==> src/flha_pkg.sv <==
`timescale 1ns / 1ps
// ----------------------------------------------------------------------------
// flha_pkg
// Shared types and constants for the free list handle allocator.
// ----------------------------------------------------------------------------
package flha_pkg;

  localparam int MaxHandles = 64;
  localparam int HandleW    = $clog2(MaxHandles + 1);
  localparam int IdxW       = $clog2(MaxHandles);
  localparam int OpW        = 2;
  localparam int StatusW    = 2;

  typedef logic [HandleW-1:0] handle_t;
  typedef logic [IdxW-1:0]    idx_t;

  typedef enum logic [OpW-1:0] {
    OP_ALLOC  = 2'd0,
    OP_FREE   = 2'd1,
    OP_LOOKUP = 2'd2
  } op_e;

  typedef enum logic [StatusW-1:0] {
    ST_OK      = 2'd0,
    ST_INVALID = 2'd1,
    ST_FULL    = 2'd2
  } status_e;

  typedef struct packed {
    logic    wr_en;
    idx_t    wr_addr;
    handle_t wr_data;
    handle_t free_head;
    handle_t used_count;
    handle_t handle;
    status_e status;
  } upd_t;

endpackage

==> src/free_list_handle_allocator_unit.sv <==
`timescale 1ns / 1ps
// ----------------------------------------------------------------------------
// free_list_handle_allocator_unit
// Handle table with an embedded free list: allocate, free and lookup.
// ----------------------------------------------------------------------------
// result: registered after the update, which waits while the last result
//   is unaccepted; a new transaction is accepted only once the last has
//   updated, as the synchronous read of the link table precedes each update
// reset: used count and free list head cleared, no result pending; the link
//   table has no reset and no clearing pass, entries are written before use
module free_list_handle_allocator_unit (
  input  logic                         clk_i,
  input  logic                         rst_ni,
  input  logic                         in_valid_i,
  output logic                         in_ready_o,
  input  logic [flha_pkg::OpW-1:0]     operation_i,
  input  flha_pkg::handle_t            handle_in_i,
  output logic                         out_valid_o,
  input  logic                         out_ready_i,
  output flha_pkg::handle_t            handle_out_o,
  output logic [flha_pkg::StatusW-1:0] status_o
);
  import flha_pkg::*;

  logic             busy_q;
  logic [OpW-1:0]   op_q;
  handle_t          hin_q;
  handle_t          used_count_q;
  handle_t          free_head_q;
  logic             out_valid_q;
  handle_t          handle_out_q;
  logic [StatusW-1:0] status_q;

  logic    in_fire;
  logic    upd_fire;
  idx_t    rd_addr;
  handle_t link;
  upd_t    upd;

  assign in_ready_o = !busy_q;
  assign in_fire    = in_valid_i && in_ready_o;
  assign upd_fire   = busy_q && (!out_valid_q || out_ready_i);

  assign rd_addr = (op_e'(operation_i) == OP_ALLOC) ? IdxW'(free_head_q - HandleW'(1))
                                                    : IdxW'(handle_in_i - HandleW'(1));

  flha_link_ram #(
    .Depth (MaxHandles),
    .Width (HandleW)
  ) u_link_ram (
    .clk_i     (clk_i),
    .wr_en_i   (upd_fire && upd.wr_en),
    .wr_addr_i (upd.wr_addr),
    .wr_data_i (upd.wr_data),
    .rd_en_i   (in_fire),
    .rd_addr_i (rd_addr),
    .rd_data_o (link)
  );

  flha_update u_update (
    .op_i         (op_q),
    .handle_i     (hin_q),
    .link_i       (link),
    .free_head_i  (free_head_q),
    .used_count_i (used_count_q),
    .upd_o        (upd)
  );

  always_ff @(posedge clk_i or negedge rst_ni) begin
    if (!rst_ni) begin
      busy_q       <= 1'b0;
      out_valid_q  <= 1'b0;
      used_count_q <= '0;
      free_head_q  <= '0;
    end else begin
      if (in_fire) begin
        busy_q <= 1'b1;
      end else if (upd_fire) begin
        busy_q <= 1'b0;
      end
      if (upd_fire) begin
        out_valid_q  <= 1'b1;
        used_count_q <= upd.used_count;
        free_head_q  <= upd.free_head;
      end else if (out_ready_i) begin
        out_valid_q <= 1'b0;
      end
    end
  end

  always_ff @(posedge clk_i) begin
    if (in_fire) begin
      op_q  <= operation_i;
      hin_q <= handle_in_i;
    end
    if (upd_fire) begin
      handle_out_q <= upd.handle;
      status_q     <= upd.status;
    end
  end

  assign out_valid_o  = out_valid_q;
  assign handle_out_o = handle_out_q;
  assign status_o     = status_q;

  a_used_in_range : assert property (@(posedge clk_i) disable iff (!rst_ni)
    used_count_q <= HandleW'(MaxHandles))
    else $error("used count beyond table size");

  a_head_in_range : assert property (@(posedge clk_i) disable iff (!rst_ni)
    free_head_q <= used_count_q)
    else $error("free list head beyond used region");

  a_accept_busy : assert property (@(posedge clk_i) disable iff (!rst_ni)
    in_fire |=> busy_q)
    else $error("accepted transaction not in flight");

  a_fail_zero : assert property (@(posedge clk_i) disable iff (!rst_ni)
    (out_valid_q && status_q != ST_OK) |-> (handle_out_q == '0))
    else $error("failed transaction returned a handle");

endmodule

==> src/flha_link_ram.sv <==
`timescale 1ns / 1ps
// ----------------------------------------------------------------------------
// flha_link_ram
// Single write, single read synchronous RAM with registered read data.
// ----------------------------------------------------------------------------
module flha_link_ram #(
  parameter int Depth = 64,
  parameter int Width = 7
) (
  input  logic                     clk_i,
  input  logic                     wr_en_i,
  input  logic [$clog2(Depth)-1:0] wr_addr_i,
  input  logic [Width-1:0]         wr_data_i,
  input  logic                     rd_en_i,
  input  logic [$clog2(Depth)-1:0] rd_addr_i,
  output logic [Width-1:0]         rd_data_o
);

  logic [Width-1:0] mem_q [Depth];
  logic [Width-1:0] rd_data_q;

  always_ff @(posedge clk_i) begin
    if (wr_en_i) begin
      mem_q[wr_addr_i] <= wr_data_i;
    end
  end

  always_ff @(posedge clk_i) begin
    if (rd_en_i) begin
      rd_data_q <= mem_q[rd_addr_i];
    end
  end

  assign rd_data_o = rd_data_q;

endmodule

==> src/flha_update.sv <==
`timescale 1ns / 1ps
// ----------------------------------------------------------------------------
// flha_update
// Decides the result and the table and list updates for one transaction.
// ----------------------------------------------------------------------------
module flha_update (
  input  logic [flha_pkg::OpW-1:0] op_i,
  input  flha_pkg::handle_t        handle_i,
  input  flha_pkg::handle_t        link_i,
  input  flha_pkg::handle_t        free_head_i,
  input  flha_pkg::handle_t        used_count_i,
  output flha_pkg::upd_t           upd_o
);
  import flha_pkg::*;

  logic    head_ok;
  logic    room_ok;
  logic    hdl_valid;
  handle_t used_inc;

  assign head_ok   = (free_head_i != '0) && (free_head_i <= used_count_i);
  assign room_ok   = used_count_i < HandleW'(MaxHandles);
  assign hdl_valid = (handle_i != '0) && (handle_i <= used_count_i) && (link_i == handle_i);
  assign used_inc  = used_count_i + HandleW'(1);

  always_comb begin
    upd_o            = '0;
    upd_o.free_head  = free_head_i;
    upd_o.used_count = used_count_i;
    upd_o.status     = ST_INVALID;
    case (op_e'(op_i))
      OP_ALLOC: begin
        if (head_ok) begin
          upd_o.wr_en     = 1'b1;
          upd_o.wr_addr   = IdxW'(free_head_i - HandleW'(1));
          upd_o.wr_data   = free_head_i;
          upd_o.free_head = link_i;
          upd_o.handle    = free_head_i;
          upd_o.status    = ST_OK;
        end else if (room_ok) begin
          upd_o.wr_en      = 1'b1;
          upd_o.wr_addr    = IdxW'(used_count_i);
          upd_o.wr_data    = used_inc;
          upd_o.used_count = used_inc;
          upd_o.free_head  = '0;
          upd_o.handle     = used_inc;
          upd_o.status     = ST_OK;
        end else begin
          upd_o.status = ST_FULL;
        end
      end
      OP_FREE: begin
        if (hdl_valid) begin
          upd_o.wr_en     = 1'b1;
          upd_o.wr_addr   = IdxW'(handle_i - HandleW'(1));
          upd_o.wr_data   = free_head_i;
          upd_o.free_head = handle_i;
          upd_o.handle    = handle_i;
          upd_o.status    = ST_OK;
        end
      end
      OP_LOOKUP: begin
        if (hdl_valid) begin
          upd_o.handle = handle_i;
          upd_o.status = ST_OK;
        end
      end
      default: begin
        upd_o.status = ST_INVALID;
      end
    endcase
  end

endmodule

==> config.mk <==
export PLATFORM = sky130hd
export DESIGN_NAME = free_list_handle_allocator_unit
export DESIGN_NICKNAME = d
export VERILOG_FILES = /design/src/flha_pkg.sv /design/src/free_list_handle_allocator_unit.sv /design/src/flha_link_ram.sv /design/src/flha_update.sv
export SDC_FILE = /design/constraint.sdc
export NUM_CORES = 1
export LEC_CHECK = 0
export ABC_AREA = 0
export BUFFER_PORTS_ARGS = -buffer_cell sky130_fd_sc_hd__buf_2
export CAP_MARGIN = 10
export CORE_ASPECT_RATIO = 0.7
export CORE_MARGIN = 2
export CORE_UTILIZATION = 55
export DETAILED_ROUTE_END_ITERATION = 8
export PLACE_DENSITY = 0.71
export SYNTH_ARGS = -nofsm -noshare
export SYNTH_HDL_FRONTEND = slang
export SYNTH_HIERARCHICAL = 1
export SYNTH_SLANG_ARGS = --single-unit
==> constraint.sdc <==
create_clock -name clk_i -period 7 [get_ports clk_i]
set_clock_uncertainty 0.05 [all_clocks]
set_input_delay 0.7 -clock clk_i [delete_from_list [all_inputs] [get_ports clk_i]]
set_output_delay 0.7 -clock clk_i [all_outputs]
set_load 0.01 [all_outputs]
[Yosys cells after proc, flatten, opt, wreduce, memory -nomap -nowiden]
Memories as Yosys holds them, arrays and structs flattened. A register that Yosys moved wholly into a read port is not among the register bits.
Cells that the tools add are included.
Storage, ports and cells
  bits in registers: 34
  bits in writable memories: 448
  input port bits: 13
  logic and storage cells: 57
  memories kept: 1
Operators by class
  add/subtract/negate cells: 4
  order comparisons: 3
  equal/unequal tests: 5
  mux-type cells: 16
  bitwise operators: 1
  reductions and logical operators: 19
Memory list
  u_link_ram.mem_q: words 64, bits a word 7, rd ports 1, clocked after Yosys merged registers in 1, wr ports 1, line flha_link_ram.sv:19  | logic [Width-1:0] mem_q [Depth];
Operator list (count)
  2-to-1 mux 21 bit: 2
  one-hot mux 21 bit (2 select lines): 1
  2-to-1 mux 35 bit: 1
  2-to-1 mux 9 bit: 2
  subtractor 6 x 1 -> 6 bit (second input constant): 3
  less-or-equal comparator 7 bit: 2
  one-hot mux 7 bit (2 select lines): 1
  nonzero test 7 bit: 2
  AND reduction 4 bit: 2
  adder 7 x 1 -> 7 bit (second input constant): 1
  equality test 7 bit: 1
  < comparator 7 bit (second input constant): 1
  logical AND 1 bit: 6
  2-to-1 mux 1 bit: 6
  2-to-1 mux 6 bit: 1
  nonzero test 2 bit: 3
  logical NOT 2 bit: 2
  one-hot mux 2 bit (2 select lines): 1
  inequality test 3 x 1 -> 1 bit (second input constant): 1
  equality test 2 x 1 -> 1 bit (second input constant): 1
  equality test 2 bit (second input constant): 1
  logical NOT 1 bit: 2
  2-to-1 mux 2 bit: 1
  inequality test 2 x 1 -> 1 bit (second input constant): 1
  other kinds (3): 3

[Logic depth before layout (Yosys ltp)]
  word-level depth: 8
  depth in mapped cells: 15
  mapped depth without buffers: 12

[Cells and area by module]
Netlist, hierarchy kept.
Modules (own cells, without submodules)
  flha_link_ram: times used 1, cells each 827, area an instance 17705.7 µm², seq. area each 13663.1 µm²
  flha_update: times used 1, cells each 213, area an instance 1475.2 µm², seq. area each 0.0 µm²
  free_list_handle_allocator_unit: times used 1, cells each 82, area an instance 1330.0 µm², seq. area each 940.9 µm²

[Worst setup path before layout]
OpenSTA, ideal clock, no wires.
  kind: register -> register
  start: register hin_q[0]
  end: memory u_link_ram.mem_q[0][0], data pin
  library setup time: 0.702 ns
  data arrival time: 4.370 ns
  required time: 6.248 ns
  path slack: 1.878 ns
  cell stages (with the launch flop): 10
  period minus slack after synthesis: 5.122 ns
  cell sequence: edfxtp_1 -> clkbuf_1 -> inv_1 -> ha_1 -> a311o_1 -> a2111oi_2 -> o21a_1 -> buf_6 -> nand2_2 -> o21ai_0
RTL lines
  from (decl): line free_list_handle_allocator_unit.sv:27  | handle_t hin_q;
  from (signal assigned): line free_list_handle_allocator_unit.sv:94  | hin_q <= handle_in_i;
  to (decl): line flha_link_ram.sv:19

==> flow_summary_export.csv <==
group,metric,value,unit
route,drc,0,
cts,cts-root-to-sink-buffers,3,
sta,maxSlewViolCount,0,
place,port_buffers,23,
place,pre_cts_ws,1.999,ns
pwr,ir_drop,202.1,uV
cts,cts_tree,"done",
pwr,p_leak,7.749,nW
die,dieWidth,234.8,um
sta,fin_crit_sh,73.66,%
logic_synthesis,seq_area_frac_synth,71.20,%
pwr,pwr-share-seq,42.9,%
logic_synthesis,synth-edff-count,473,
logic_synthesis,synth-seq-cells,489,
logic_synthesis,async_reset_ff_share,3.272,%
logic_synthesis,synth_flop_cell,"edfxtp_1",
sta,finalHoldViolCount,0,
logic_synthesis,synth_cells,1122,
route,viasPerCell,6.562,
sta,finalWorstSetupSlack,1.844,ns
worst_setup_path,critPathLaunchType,"register",
global_route,grt_use_total,25.18,%
place,place_hpwl,29.71,mm
route,drt-total-wl,48.08,mm
logic_synthesis,synth_nets,1159,
die,die_area,38880,um2
cts,root_buffer,"clkbuf_16",
sta,post-route-min-period,5.156,ns
sta,relSlewSlack,26.44,%
worst_setup_path,required,7.14,ns
layout,drive_above_1_share,21.67,%
cts,cts.sinks,489,
worst_setup_path,rr_worst_depth,10,
worst_setup_path,cp_max_fo,10,
die,initial_utilization,55.46,%
logic_synthesis,yosysWarnings,6,
pwr,power_density,370.2,nW/um2
cts,htreeDepth,2,
global_route,grt.overflow.total,0,
global_route,grt_pass1_vias,10571,
die,io_pins,24,
layout,final_cell_area,22820,um2
route,dr.pass1.iters,5,
logic_synthesis,netlist_area,20510,um2
die,die_y,165.6,um
job,maxCapViolations,0,
place,dp.cells,1591,
sta,grt_setup_unrepaired,"no",
pwr,p_switching,2.582,mW
layout,fin_cells,1674,
place,gp_congestion,0.9568,
cts,clkTransAtPathRegs,0.06,ns
run_status,status,"completed",
pwr,p_int,5.865,mW
sta,fmax,194.0,MHz
route,vias,10984,
cts,numCtsBuffers,46,
min_path,hold_class,"in -> async",
cts,post-cts-setup-buffers,0,
cts,hold_buffers,0,
layout,insertedDiodeCount,0,
die,floorplan.rows,59,
logic_synthesis,syn_avg_cell_area,18.28,um2
pwr,comb_power_share,24.9,%
route,drtIter0Drc,1610,
layout,nets,1189,
place,dpl_cell_area,21160,um2
pwr,swShare,30.57,%
worst_setup_path,worstSetupPathType,"reg -> reg",
route,wl_per_cell,28.72,um
cts,cts_resized,0,
die,core_area,36980,um2
logic_synthesis,synth_cell_types,58,
global_route,grt_pass1_wl,71.42,mm
layout,num-fill-cells,2601,
global_route,grt_max_degree,105,
global_route,antenna_found_initial,1,
pwr,clkPwrFrac,32.2,%
worst_setup_path,worstSetupEndpointType,"register",
sta,setup_viol,0,
layout,syn_to_final_growth,11.24,%
route,ant_nets,0,
cts,clock_latency,0.56,ns
worst_setup_path,cp.arrival,5.30,ns
sta,worstMarginPinSlew,1.092,ns
sta,setup_tns,0,ns
cells in the mapped netlist (17+ instances only):
| library cell | n | area [um2] |
|---|---|---|
| a21oi_1 | 17 | 85.08 |
| ha_1 | 24 | 300.3 |
| mux2i_1 | 32 | 320.3 |
| mux4_2 | 112 | 2522 |
| o21ai_0 | 18 | 90.09 |
| nor2_1 | 88 | 330.3 |
| inv_1 | 22 | 82.58 |
| edfxtp_1 | 473 | 14200 |
| nor3_1 | 18 | 90.09 |
| clkbuf_1 | 27 | 101.4 |
| nand3_1 | 19 | 95.09 |
| nand2_1 | 34 | 127.6 |
cell families after synthesis:
logic type	Yosys count	share of synthesized area [%]
compound gates	132	4.581
xor+xnor	25	1.068
fa+ha+maj	24	1.464
buf+inv	80	2.031
flops	489	71.20
mux	160	14.74
simple gates	212	4.917
layout make-up:
type	count	area (um2)	area share (%)
multi-input combinational	553	5603	24.56
inverter	22	85.08	0.3729
clock inverter	28	445.4	1.952
tap	488	610.6	2.676
clock buffer	54	1202	5.270
sequential	489	14600	64.01
timing repair buffer	40	265.3	1.163
cell usage in the layout, fill, tap and decap left out, types with 4 or more instances in the layout:
master / instances
a211oi_1: 5
mux2_2: 16
edfxtp_1: 473
nand4_1: 8
xnor2_1: 12
nor3_1: 18
nand2_1: 34
o31ai_1: 9
mux2i_1: 30
clkinv_1: 6
xor2_1: 11
nand3_1: 19
nand3b_1: 6
o22ai_1: 14
a22o_1: 4
clkbuf_1: 7
o21ai_1: 8
bufinv_16: 11
buf_4: 14
buf_2: 24
inv_1: 21
clkbuf_16: 47
nor2_1: 88
nand2b_1: 7
nor2b_1: 6
a41o_1: 4
a22oi_1: 16
o21ai_0: 16
o221ai_1: 13
ha_1: 24
a32o_1: 4
mux4_2: 112
a21oi_1: 17
and3_1: 6
dfrtp_1: 16
nor3b_1: 4
per-layer routing:
layer	vias up	global-route usage [%]	routed length (um)
met3	79	7.397	5588
met1	5644	38.83	20750
met4	2	5.380	962
met2	637	35.86	20770
met5	-	0	12
li1	4622	-	-
per-stage QoR:
stage / hold WS (ns) / utilization, % / power [mW]
2_1_floorplan: 0.3544 / - / 5.072
4_1_cts: 0.02083 / 61.68 / 8.452
3_3_place_gp: 0.4703 / 57.22 / 5.729
6_report: 0.02342 / 61.69 / 8.447
5_1_grt: 0.03902 / 61.69 / 8.769
3_5_place_dp: 0.4749 / 57.22 / 5.748
worst paths after layout:
path	start	end	slack, ns
max	used_count_q[6]	u_link_ram/mem_q[7][1]	1.84
min	rst_ni	used_count_q[2]	0.02
max reg2reg	used_count_q[6]	u_link_ram/mem_q[7][1]	1.84
min reg2reg	out_valid_o	out_valid_o	0.49
max in group asynchronous	rst_ni	free_head_q[2]	6.57
min in group clk_i	handle_in_i[6]	hin_q[6]	0.27
power groups by stage:
stage / Clock, mW / Combinational, mW / Sequential, mW
after global routing: 2.88 / 2.26 / 3.63
after CTS: 2.76 / 2.07 / 3.62
final: 2.72 / 2.11 / 3.62
after global placement: 0 / 2.05 / 3.68
after detailed placement: 0 / 2.07 / 3.68
after floorplan: 0 / 1.41 / 3.66
registers in the layout, indices dropped and copies added (netlist names):
name / count
u_link_ram/mem_q: 448
free_head_q: 7
handle_out_o: 7
hin_q: 7
u_link_ram/rd_data_o: 7
used_count_q: 7
op_q: 2
status_o: 2
busy_q: 1
out_valid_o: 1
critical path, stage by stage, from the launching register on:
cell,delay (ns)
dfrtp_1,0.48
inv_1,0.19
ha_1,0.35
nand4_1,0.13
or2_2,0.32
o21a_1,0.14
nor3_1,0.76
a22oi_1,0.19
o21ai_0,0.43
nand4_1,0.91
nor2_1,0.82
Note: power is estimated with default switching activity, not from simulation.
